## config.mk

```make
export PLATFORM = sky130hd
export DESIGN_NAME = lensd_mapper
export DESIGN_NICKNAME = d
export VERILOG_FILES = /design/src/rtl/lensd_pkg.sv /design/src/rtl/lensd_mapper.sv
export SDC_FILE = /design/constraint.sdc
export NUM_CORES = 2
export LEC_CHECK = 0
export ABC_AREA = 1
export BUFFER_PORTS_ARGS = -buffer_cell sky130_fd_sc_hd__buf_2
export CAP_MARGIN = 30
export CORE_MARGIN = 2
export CORE_UTILIZATION = 50
export DETAILED_ROUTE_END_ITERATION = 8
export PLACE_DENSITY = 0.68
export RECOVER_POWER = 50
export SYNTH_ARGS = -nofsm -noshare
export SYNTH_HDL_FRONTEND = slang
export SYNTH_SLANG_ARGS = --single-unit
```

## constraint.sdc

```tcl
create_clock -name clk -period 8.13 [get_ports clk]
set_input_delay 0.4065 -clock clk [delete_from_list [all_inputs] [get_ports clk]]
set_output_delay 0.4065 -clock clk [all_outputs]
set_load 0.02 [all_outputs]
```

## src/rtl/lensd_pkg.sv

```systemverilog
`timescale 1ns / 1ps
// ----------------------------------------------------------------------------
// lensd_pkg
// Shared constants, types and codes for the lens distortion remap block.
// ----------------------------------------------------------------------------
package lensd_pkg;

  // Frame geometry and coefficient format
  localparam int ROWS           = 60;
  localparam int COLS           = 80;
  localparam int COEF_FRAC_BITS = 24;

  // Field widths
  localparam int ROW_W  = 6;
  localparam int COL_W  = 7;
  localparam int PIX_W  = 8;
  localparam int GAIN_W = 16;

  // Datapath widths: centred coordinates, squares, gain products, factor,
  // scaled products, mapped coordinates
  localparam int X_W   = ROW_W + 1;
  localparam int Y_W   = COL_W + 1;
  localparam int SQX_W = 2 * X_W;
  localparam int SQY_W = 2 * Y_W;
  localparam int GX_W  = GAIN_W + SQX_W;
  localparam int GY_W  = GAIN_W + SQY_W;
  localparam int F_W   = ((GX_W > GY_W) ? GX_W : GY_W) + 2;
  localparam int PX_W  = X_W + F_W;
  localparam int PY_W  = Y_W + F_W;
  localparam int CRD_W = PY_W - COEF_FRAC_BITS + 1;

  // Frame store addressing
  localparam int FRAME_DEPTH = ROWS * COLS;
  localparam int ADDR_W      = $clog2(FRAME_DEPTH);
  localparam int RIDX_W      = $clog2(ROWS);
  localparam int CIDX_W      = $clog2(COLS);

  // Stream widths, rounded up to whole bytes
  localparam int S_TDATA_W = ((ROW_W + COL_W + PIX_W + 7) / 8) * 8;
  localparam int M_TDATA_W = ((PIX_W + 1 + 7) / 8) * 8;

  // Configuration registers
  localparam int REG_IDX_W = 1;
  localparam logic [REG_IDX_W-1:0] REG_GAIN_ROWS = 1'b0;
  localparam logic [REG_IDX_W-1:0] REG_GAIN_COLS = 1'b1;
  localparam logic signed [GAIN_W-1:0] GAIN_RESET = GAIN_W'(-1007);

  // Transaction kind carried on tuser
  typedef enum logic {
    KIND_WRITE = 1'b0,
    KIND_READ  = 1'b1
  } kind_t;

  // Mapped item handed from the coordinate pipeline to the frame store
  typedef struct packed {
    kind_t                    kind;
    logic signed [CRD_W-1:0]  srow;
    logic signed [CRD_W-1:0]  scol;
    logic [PIX_W-1:0]         pixel;
  } map_item_t;

endpackage

```

## src/rtl/lensd_mapper.sv

```systemverilog
`timescale 1ns / 1ps
// ----------------------------------------------------------------------------
// lensd_mapper
// Six-stage coordinate pipeline: centring, squares, gain products, radial
// factor, scaling, rounding and un-centring. Writes pass through unchanged.
// ----------------------------------------------------------------------------
module lensd_mapper (
  input  logic                                   clk,
  input  logic                                   rst,
  input  logic                                   in_valid,
  output logic                                   in_ready,
  input  lensd_pkg::kind_t                       in_kind,
  input  logic [lensd_pkg::ROW_W-1:0]            in_row,
  input  logic [lensd_pkg::COL_W-1:0]            in_col,
  input  logic [lensd_pkg::PIX_W-1:0]            in_pixel,
  input  logic signed [lensd_pkg::GAIN_W-1:0]    gain_rows,
  input  logic signed [lensd_pkg::GAIN_W-1:0]    gain_cols,
  output logic                                   out_valid,
  input  logic                                   out_ready,
  output lensd_pkg::map_item_t                   out_item
);

  localparam int NSTG = 6;
  localparam logic signed [lensd_pkg::F_W-1:0] F_ONE =
    lensd_pkg::F_W'(1) << lensd_pkg::COEF_FRAC_BITS;
  localparam logic signed [lensd_pkg::PY_W-1:0] RND_HALF =
    lensd_pkg::PY_W'(1) << (lensd_pkg::COEF_FRAC_BITS - 1);

  // Stage valids and per-stage enables
  logic [NSTG:1] vld;
  logic [NSTG:1] en;

  // Payload carried along the stages; row and col stop at stage 5
  lensd_pkg::kind_t                 kind   [NSTG:1];
  logic [lensd_pkg::ROW_W-1:0]      row    [NSTG-1:1];
  logic [lensd_pkg::COL_W-1:0]      col    [NSTG-1:1];
  logic [lensd_pkg::PIX_W-1:0]      pixel  [NSTG:1];

  // Arithmetic registers
  logic signed [lensd_pkg::X_W-1:0]   x1, x2r, x3, x4;
  logic signed [lensd_pkg::Y_W-1:0]   y1, y2r, y3, y4;
  logic signed [lensd_pkg::SQX_W-1:0] sqx;
  logic signed [lensd_pkg::SQY_W-1:0] sqy;
  logic signed [lensd_pkg::GX_W-1:0]  gx;
  logic signed [lensd_pkg::GY_W-1:0]  gy;
  logic signed [lensd_pkg::F_W-1:0]   fac;
  logic signed [lensd_pkg::PX_W-1:0]  px;
  logic signed [lensd_pkg::PY_W-1:0]  py;
  logic signed [lensd_pkg::CRD_W-1:0] srow, scol;

  // Combinational helpers
  logic signed [lensd_pkg::X_W-1:0]   x_next;
  logic signed [lensd_pkg::Y_W-1:0]   y_next;
  logic signed [lensd_pkg::SQX_W-1:0] sqx_next;
  logic signed [lensd_pkg::SQY_W-1:0] sqy_next;
  logic signed [lensd_pkg::GX_W-1:0]  gx_next;
  logic signed [lensd_pkg::GY_W-1:0]  gy_next;
  logic signed [lensd_pkg::F_W-1:0]   fac_next;
  logic signed [lensd_pkg::PX_W-1:0]  px_next;
  logic signed [lensd_pkg::PY_W-1:0]  py_next;
  logic signed [lensd_pkg::PY_W-1:0]  rsum_x, rsum_y;
  logic signed [lensd_pkg::CRD_W-1:0] qx, qy;
  logic signed [lensd_pkg::CRD_W-1:0] srow_next, scol_next;

  // Stall chain: a stage moves when it is empty or the next one moves
  always_comb begin
    en[NSTG] = !vld[NSTG] || out_ready;
    for (int i = NSTG - 1; i >= 1; i--) begin
      en[i] = !vld[i] || en[i+1];
    end
  end

  assign in_ready = en[1];

  always_ff @(posedge clk) begin
    if (rst) begin
      vld <= '0;
    end else begin
      if (en[1]) vld[1] <= in_valid;
      for (int i = 2; i <= NSTG; i++) begin
        if (en[i]) vld[i] <= vld[i-1];
      end
    end
  end

  // Stage 1: centre the coordinates
  assign x_next = lensd_pkg::X_W'(in_row) - lensd_pkg::X_W'(lensd_pkg::ROWS / 2);
  assign y_next = lensd_pkg::Y_W'(in_col) - lensd_pkg::Y_W'(lensd_pkg::COLS / 2);

  // Stage 2: squares
  assign sqx_next = x1 * x1;
  assign sqy_next = y1 * y1;

  // Stage 3: gain products
  assign gx_next = gain_rows * sqx;
  assign gy_next = gain_cols * sqy;

  // Stage 4: radial factor
  assign fac_next = F_ONE + gx + gy;

  // Stage 5: scale the centred coordinates
  assign px_next = x4 * fac;
  assign py_next = y4 * fac;

  // Stage 6: round half away from zero (negative values take one less),
  // then remove the centring; writes keep their own coordinates
  always_comb begin
    rsum_x = lensd_pkg::PY_W'(px) + RND_HALF - lensd_pkg::PY_W'(px[lensd_pkg::PX_W-1]);
    rsum_y = py + RND_HALF - lensd_pkg::PY_W'(py[lensd_pkg::PY_W-1]);
    qx     = lensd_pkg::CRD_W'(rsum_x >>> lensd_pkg::COEF_FRAC_BITS);
    qy     = lensd_pkg::CRD_W'(rsum_y >>> lensd_pkg::COEF_FRAC_BITS);
    if (kind[5] == lensd_pkg::KIND_READ) begin
      srow_next = qx + lensd_pkg::CRD_W'(lensd_pkg::ROWS / 2);
      scol_next = qy + lensd_pkg::CRD_W'(lensd_pkg::COLS / 2);
    end else begin
      srow_next = lensd_pkg::CRD_W'(row[5]);
      scol_next = lensd_pkg::CRD_W'(col[5]);
    end
  end

  // Payload registers
  always_ff @(posedge clk) begin
    if (en[1]) begin
      kind[1]  <= in_kind;
      row[1]   <= in_row;
      col[1]   <= in_col;
      pixel[1] <= in_pixel;
      x1       <= x_next;
      y1       <= y_next;
    end
    if (en[2]) begin
      kind[2]  <= kind[1];
      row[2]   <= row[1];
      col[2]   <= col[1];
      pixel[2] <= pixel[1];
      x2r      <= x1;
      y2r      <= y1;
      sqx      <= sqx_next;
      sqy      <= sqy_next;
    end
    if (en[3]) begin
      kind[3]  <= kind[2];
      row[3]   <= row[2];
      col[3]   <= col[2];
      pixel[3] <= pixel[2];
      x3       <= x2r;
      y3       <= y2r;
      gx       <= gx_next;
      gy       <= gy_next;
    end
    if (en[4]) begin
      kind[4]  <= kind[3];
      row[4]   <= row[3];
      col[4]   <= col[3];
      pixel[4] <= pixel[3];
      x4       <= x3;
      y4       <= y3;
      fac      <= fac_next;
    end
    if (en[5]) begin
      kind[5]  <= kind[4];
      row[5]   <= row[4];
      col[5]   <= col[4];
      pixel[5] <= pixel[4];
      px       <= px_next;
      py       <= py_next;
    end
    if (en[6]) begin
      kind[6]  <= kind[5];
      pixel[6] <= pixel[5];
      srow     <= srow_next;
      scol     <= scol_next;
    end
  end

  assign out_valid      = vld[NSTG];
  assign out_item.kind  = kind[NSTG];
  assign out_item.srow  = srow;
  assign out_item.scol  = scol;
  assign out_item.pixel = pixel[NSTG];

endmodule

```

-- Word-level counts from Yosys, hierarchy flattened
Memories as Yosys holds them, arrays and structs flattened.
Index checks and enable logic that the tools add are counted.
Widths: inputs -> output; s select.
- register bits: 312
- latch bits: 0
- memory bits (writable): 119
- memory bits (read-only): 0
- input port bits: 58
- output and inout bits: 49
- logic and storage cells: 71
- memories: 4
- add/subtract/negate cells: 10
- multiply operators: 6
- divide/modulo/power cells: 0
- magnitude comparators: 0
- equal/unequal tests: 0
- shifts and indexed selects: 0
- muxes and demuxes: 14
- bitwise operators: 0
- reductions and logical operators: 12
- memory list (memory ; depth ; width ; read ports ; clocked after Yosys merged registers in ; wr ports ; RTL line ; RTL):
    pixel ; 6 ; 8 ; 6 ; 0 ; 6 ; lensd_mapper.sv:37 ; logic [lensd_pkg::PIX_W-1:0] pixel [NSTG:1];
    col ; 5 ; 7 ; 5 ; 0 ; 5 ; lensd_mapper.sv:36 ; logic [lensd_pkg::COL_W-1:0] col [NSTG-1:1];
    row ; 5 ; 6 ; 5 ; 0 ; 5 ; lensd_mapper.sv:35 ; logic [lensd_pkg::ROW_W-1:0] row [NSTG-1:1];
    kind ; 6 ; 1 ; 6 ; 0 ; 6 ; lensd_mapper.sv:34 ; lensd_pkg::kind_t kind [NSTG:1];
- operators with widths (cell ; count):
    $sub 42x1->42 ; 2
    $add 41x25->42 const B ; 1
    $add 42x24->42 const B ; 1
    $mul 8x33->41 ; 1
    $mul 7x33->40 ; 1
    $add 31x32->33 ; 1
    $mul 16x16->32 ; 1
    $add 26x30->31 const A ; 1
    $mul 16x14->30 ; 1
    $add 18x6->19 const B ; 1
    $add 18x7->19 const B ; 1
    $mul 8x8->16 ; 1
    $mul 7x7->14 ; 1
    $mux 1 ; 12
    $sub 7x6->8 const B ; 1
    $mux 7 ; 1
    $sub 6x5->7 const B ; 1
    $logic_not 1->1 ; 6
    $logic_or 1x1->1 ; 6
    $mux 6 ; 1

-- Longest topological paths before layout
- depth in word-level cells: 9
- gate-level depth with buffers: 27

-- Least setup slack after synthesis
OpenSTA, ideal clock, no wires.
- path kind: reg2reg
- from: reg vld[6] in the netlist's numbering
- to: reg, netlist name col[0][17]
- library setup time: 0.413 ns
- data arrival time: 8.517 ns
- data required time: 7.717 ns
- path slack: -0.800 ns
- stages on the path, launching flop included: 12
- cells stage by stage: dfxtp_1 inv_1 nor2_1 inv_1 nor2_1 inv_1 nor2_1 inv_1 nor2_1 inv_1 nor2_1 inv_1
- RTL lines (item ; RTL line ; RTL):
    start, declared ; lensd_mapper.sv:30 ; logic [NSTG:1] vld;
    start signal, assigned by index ; lensd_mapper.sv:81 ; if (en[i]) vld[i] <= vld[i-1];

-- Worst setup path after layout
- from: reg sqy[6] in the netlist's numbering
- to: reg gy[31] in the netlist's numbering, data pin
- word-level cells in the longest chain between the ends: 1
- RTL lines (item ; RTL line ; RTL):
    start, declared ; lensd_mapper.sv:43 ; logic signed [lensd_pkg::SQY_W-1:0] sqy;
    start signal, assigned ; lensd_mapper.sv:139 ; sqy <= sqy_next;
    $mul 16x16->32 ; lensd_mapper.sv:96 ; assign gy_next = gain_cols * sqy;
    net gy_next (one bit) ; lensd_mapper.sv:57 ; logic signed [lensd_pkg::GY_W-1:0] gy_next;
    end signal, assigned ; lensd_mapper.sv:149 ; gy <= gy_next;
    end, declared ; lensd_mapper.sv:45 ; logic signed [lensd_pkg::GY_W-1:0] gy;
The timed path passes the listed nets, and every way through them passes these cells.
A chain may end at the register's enable or synchronous reset.

==> metrics.yaml <==
grt_pass1_vias: 45900
postCtsSetupRepairBufs: 0
drt_iter0_drc: 2942
instances_no_fill: 8960
root_buffer: "clkbuf_16"
critPathLaunchType: "register"
avgRoutedWirePerCell_um: 15.6
dp_cells: 8849
outcome: "finished with violations"
grt_usage_pct: 23.6
grt_pass1_wl_um: 232000
skew_ns: 0.0439
synth_area_leaders: "fa_1, edfxtp_1, inv_1, nand2_1, ha_1"
grt_start_max_net_pins: 75
dieArea_mm2: 0.123
routed_wl_um: 139000
cts.htree.levels: 2
critical_path.cell_chain: "nand2_1 > fa_1 > inv_1 > fa_1 > fa_1 > fa_1 > fa_1 > inv_1 > fa_1 > inv_1 > ha_1 > nand2_1 > nor4_1 > nand4_1 > nand3_1 > nand2_1 > o211ai_1 > a21oi_1 > xor2_1"
min_from: "rst"
initial_utilization_pct: 50.2
drt-pass1-iter-count: 6
cts.clk_slew.worst_paths_ns: 0.06
synth_edf_count: 403
hp-class: "primary input to register"
syn_area_mm2: 0.0600
synth_cells: 7303
cp_slowest_cell: "fa_1"
final_cell_mix: "inv_1, nand2_1, fa_1"
r2r-start: "sqy[6]"
crit_fanout: 16
ys.flop_type: "edfxtp_1"
core_mm2: 0.119
hold_end: "vld[4]"
port-buffer-count: 106
drc_errors: 0
synth.distinct_cells: 51
fin_util_pct: 53.4
drv_slew: 108
setup_viol: 0
finalSetupTns_ns: 0
dpl.hpwl_um: 116000
cts_buffers: 49
clkLatencyLatePin_ns: 0.65
critPathMaxStageDelay_ns: 0.80
crit_arrival_ns: 6.70
fin_nets: 8792
syn_avg_cell_area_um2: 8.22
hold_viol: 0
cpMostUsedCell: "fa_1"
drv_cap: 2
async_flop_share_pct: 0
fillers: 11300
ys_seq_area_share_pct: 20.4
worst_pin_slew_ns: 3.87
synth_warnings: 0
maxSlewHeadroom_pct: -158
overflow: 0
cts_tree: "yes"
fmax_ghz: 0.158
min_path_cells: 2
violations: "capacitance limit, slew limit"
routed_via_density: 4.98
r2r_end: "gy[31]"
synth.top_cell.area_share_pct: 29.9
worstSetupEndpointType: "register"
required_ns: 8.51
fin_crit_ns: 6.31
synth_seq_cells: 409
die_w_um: 350
reg2reg_depth: 19
fin_hold_ws_ns: 0.0505
ant_nets: 0
vias: 44600
final_common_cell: "inv_1"
die_h_um: 350
netlist.top_cell.by_area: "fa_1"
antenna_found_initial: 4
clk_path_buf_depth: 3
diodes: 0
crit_type: "register to register"
reg2reg_slack_ns: 1.82
ios: 107
layout-drive-gt1-share_pct: 3.09
syn_to_final_growth_pct: 6.44
rows: 127
clock_sinks: 409
fin_crit_sh_pct: 77.6
rsz0062_at_grt: "no"
gp_congestion: 0.936
==> worst max path at each step <==
stage / start / to / slack, ns
4_1_cts: sqy[6] / gy[31] / 1.82
3_5_place_dp: gain_cols[15] / gy[31] / 1.76
3_3_place_gp: gain_cols[15] / gy[31] / 1.84
6_report: sqy[6] / gy[31] / 1.82
5_1_grt: sqy[6] / gy[31] / 1.45
2_1_floorplan: vld[6] / col[0][17] / 0.07
==> what timing repair did <==
| item | CTS | global route |
|---|---|---|
| resized for setup | 0 | 0 |
| endpoints found under the setup margin | 0 | 0 |
| hold endpoints to repair | 17 | 0 |
| hold buffers | 17 | 0 |
==> synth_stat cells (91+ instances only) <==
master    count
ha_1        528
inv_1      2060
nand3_1     118
fa_1        897
edfxtp_1    403
clkbuf_1    191
xnor2_1      91
xor2_1      137
nor2_1      340
o21ai_0     116
nand2_1    1812
a21oi_1     296
==> routing by layer <==
| layer | GRT usage (%) | share of wire (%) |
|---|---|---|
| met1 | 31.4 | 42 |
| met2 | 40.3 | 49 |
| met3 | 2.88 | 5.6 |
| met4 | 7.42 | 3.2 |
| met5 | 0 | 0.019 |
==> worst max-delay path: cells and delay by family (launching register included) <==
kind,cells,cell delay [ns]
compound gates,2,0.23
simple gates,6,1.05
flops,1,0.75
buf+inv,3,0.16
xor+xnor,1,0.15
fa+ha+maj,7,3.69
==> kinds of logic (layout without fill, tap and decap cells) <==
kind of cell               after synthesis  count (layout)  synth area share [%]
other                                    2               6                0.0125
AOI/OAI and AO/OA                      540             540                  4.97
adders and majority gates             1425            1425                  40.9
xor gates and xnor gates               228             228                  3.33
buffers and inverters                 2269            2310                  14.2
and+or+nand+nor                       2430            2430                  16.2
DFF                                    409             409                  20.4
==> flip-flops by register name (all words and copies together) (netlist names), 7 cells and up <==
register  cells
x1            7
gy           32
x4            7
sqy          14
col          23
y3            8
scol         19
gx           30
px           40
fac          33
x3            7
py           41
pixel        48
sqx          12
row          26
srow         19
y4            8
y2r           8
x2r           7
y1            8
==> final cells by class <==
| cell class | count | area [µm²] | area share, % |
|---|---|---|---|
| Clock buffer | 54 | 1240 | 1.95 |
| Clock inverter | 36 | 470 | 0.737 |
| Inverter | 2070 | 7770 | 12.2 |
| Multi-Input combinational cell | 4629 | 39300 | 61.5 |
| Sequential cell | 409 | 12200 | 19.1 |
| Tap cell | 1612 | 2020 | 3.16 |
| Timing Repair Buffer | 150 | 873 | 1.37 |
==> through the flow <==
stage	worst slack (ns)	instance area (µm²)
5_1_grt	1.45	63900
3_3_place_gp	1.84	62000
2_1_floorplan	0.0716	60000
6_report	1.82	63900
4_1_cts	1.82	63900
3_5_place_dp	1.76	62000
Power is not shown: default switching activity piles up to over one toggle a cycle in this logic, so the estimate is an artifact.
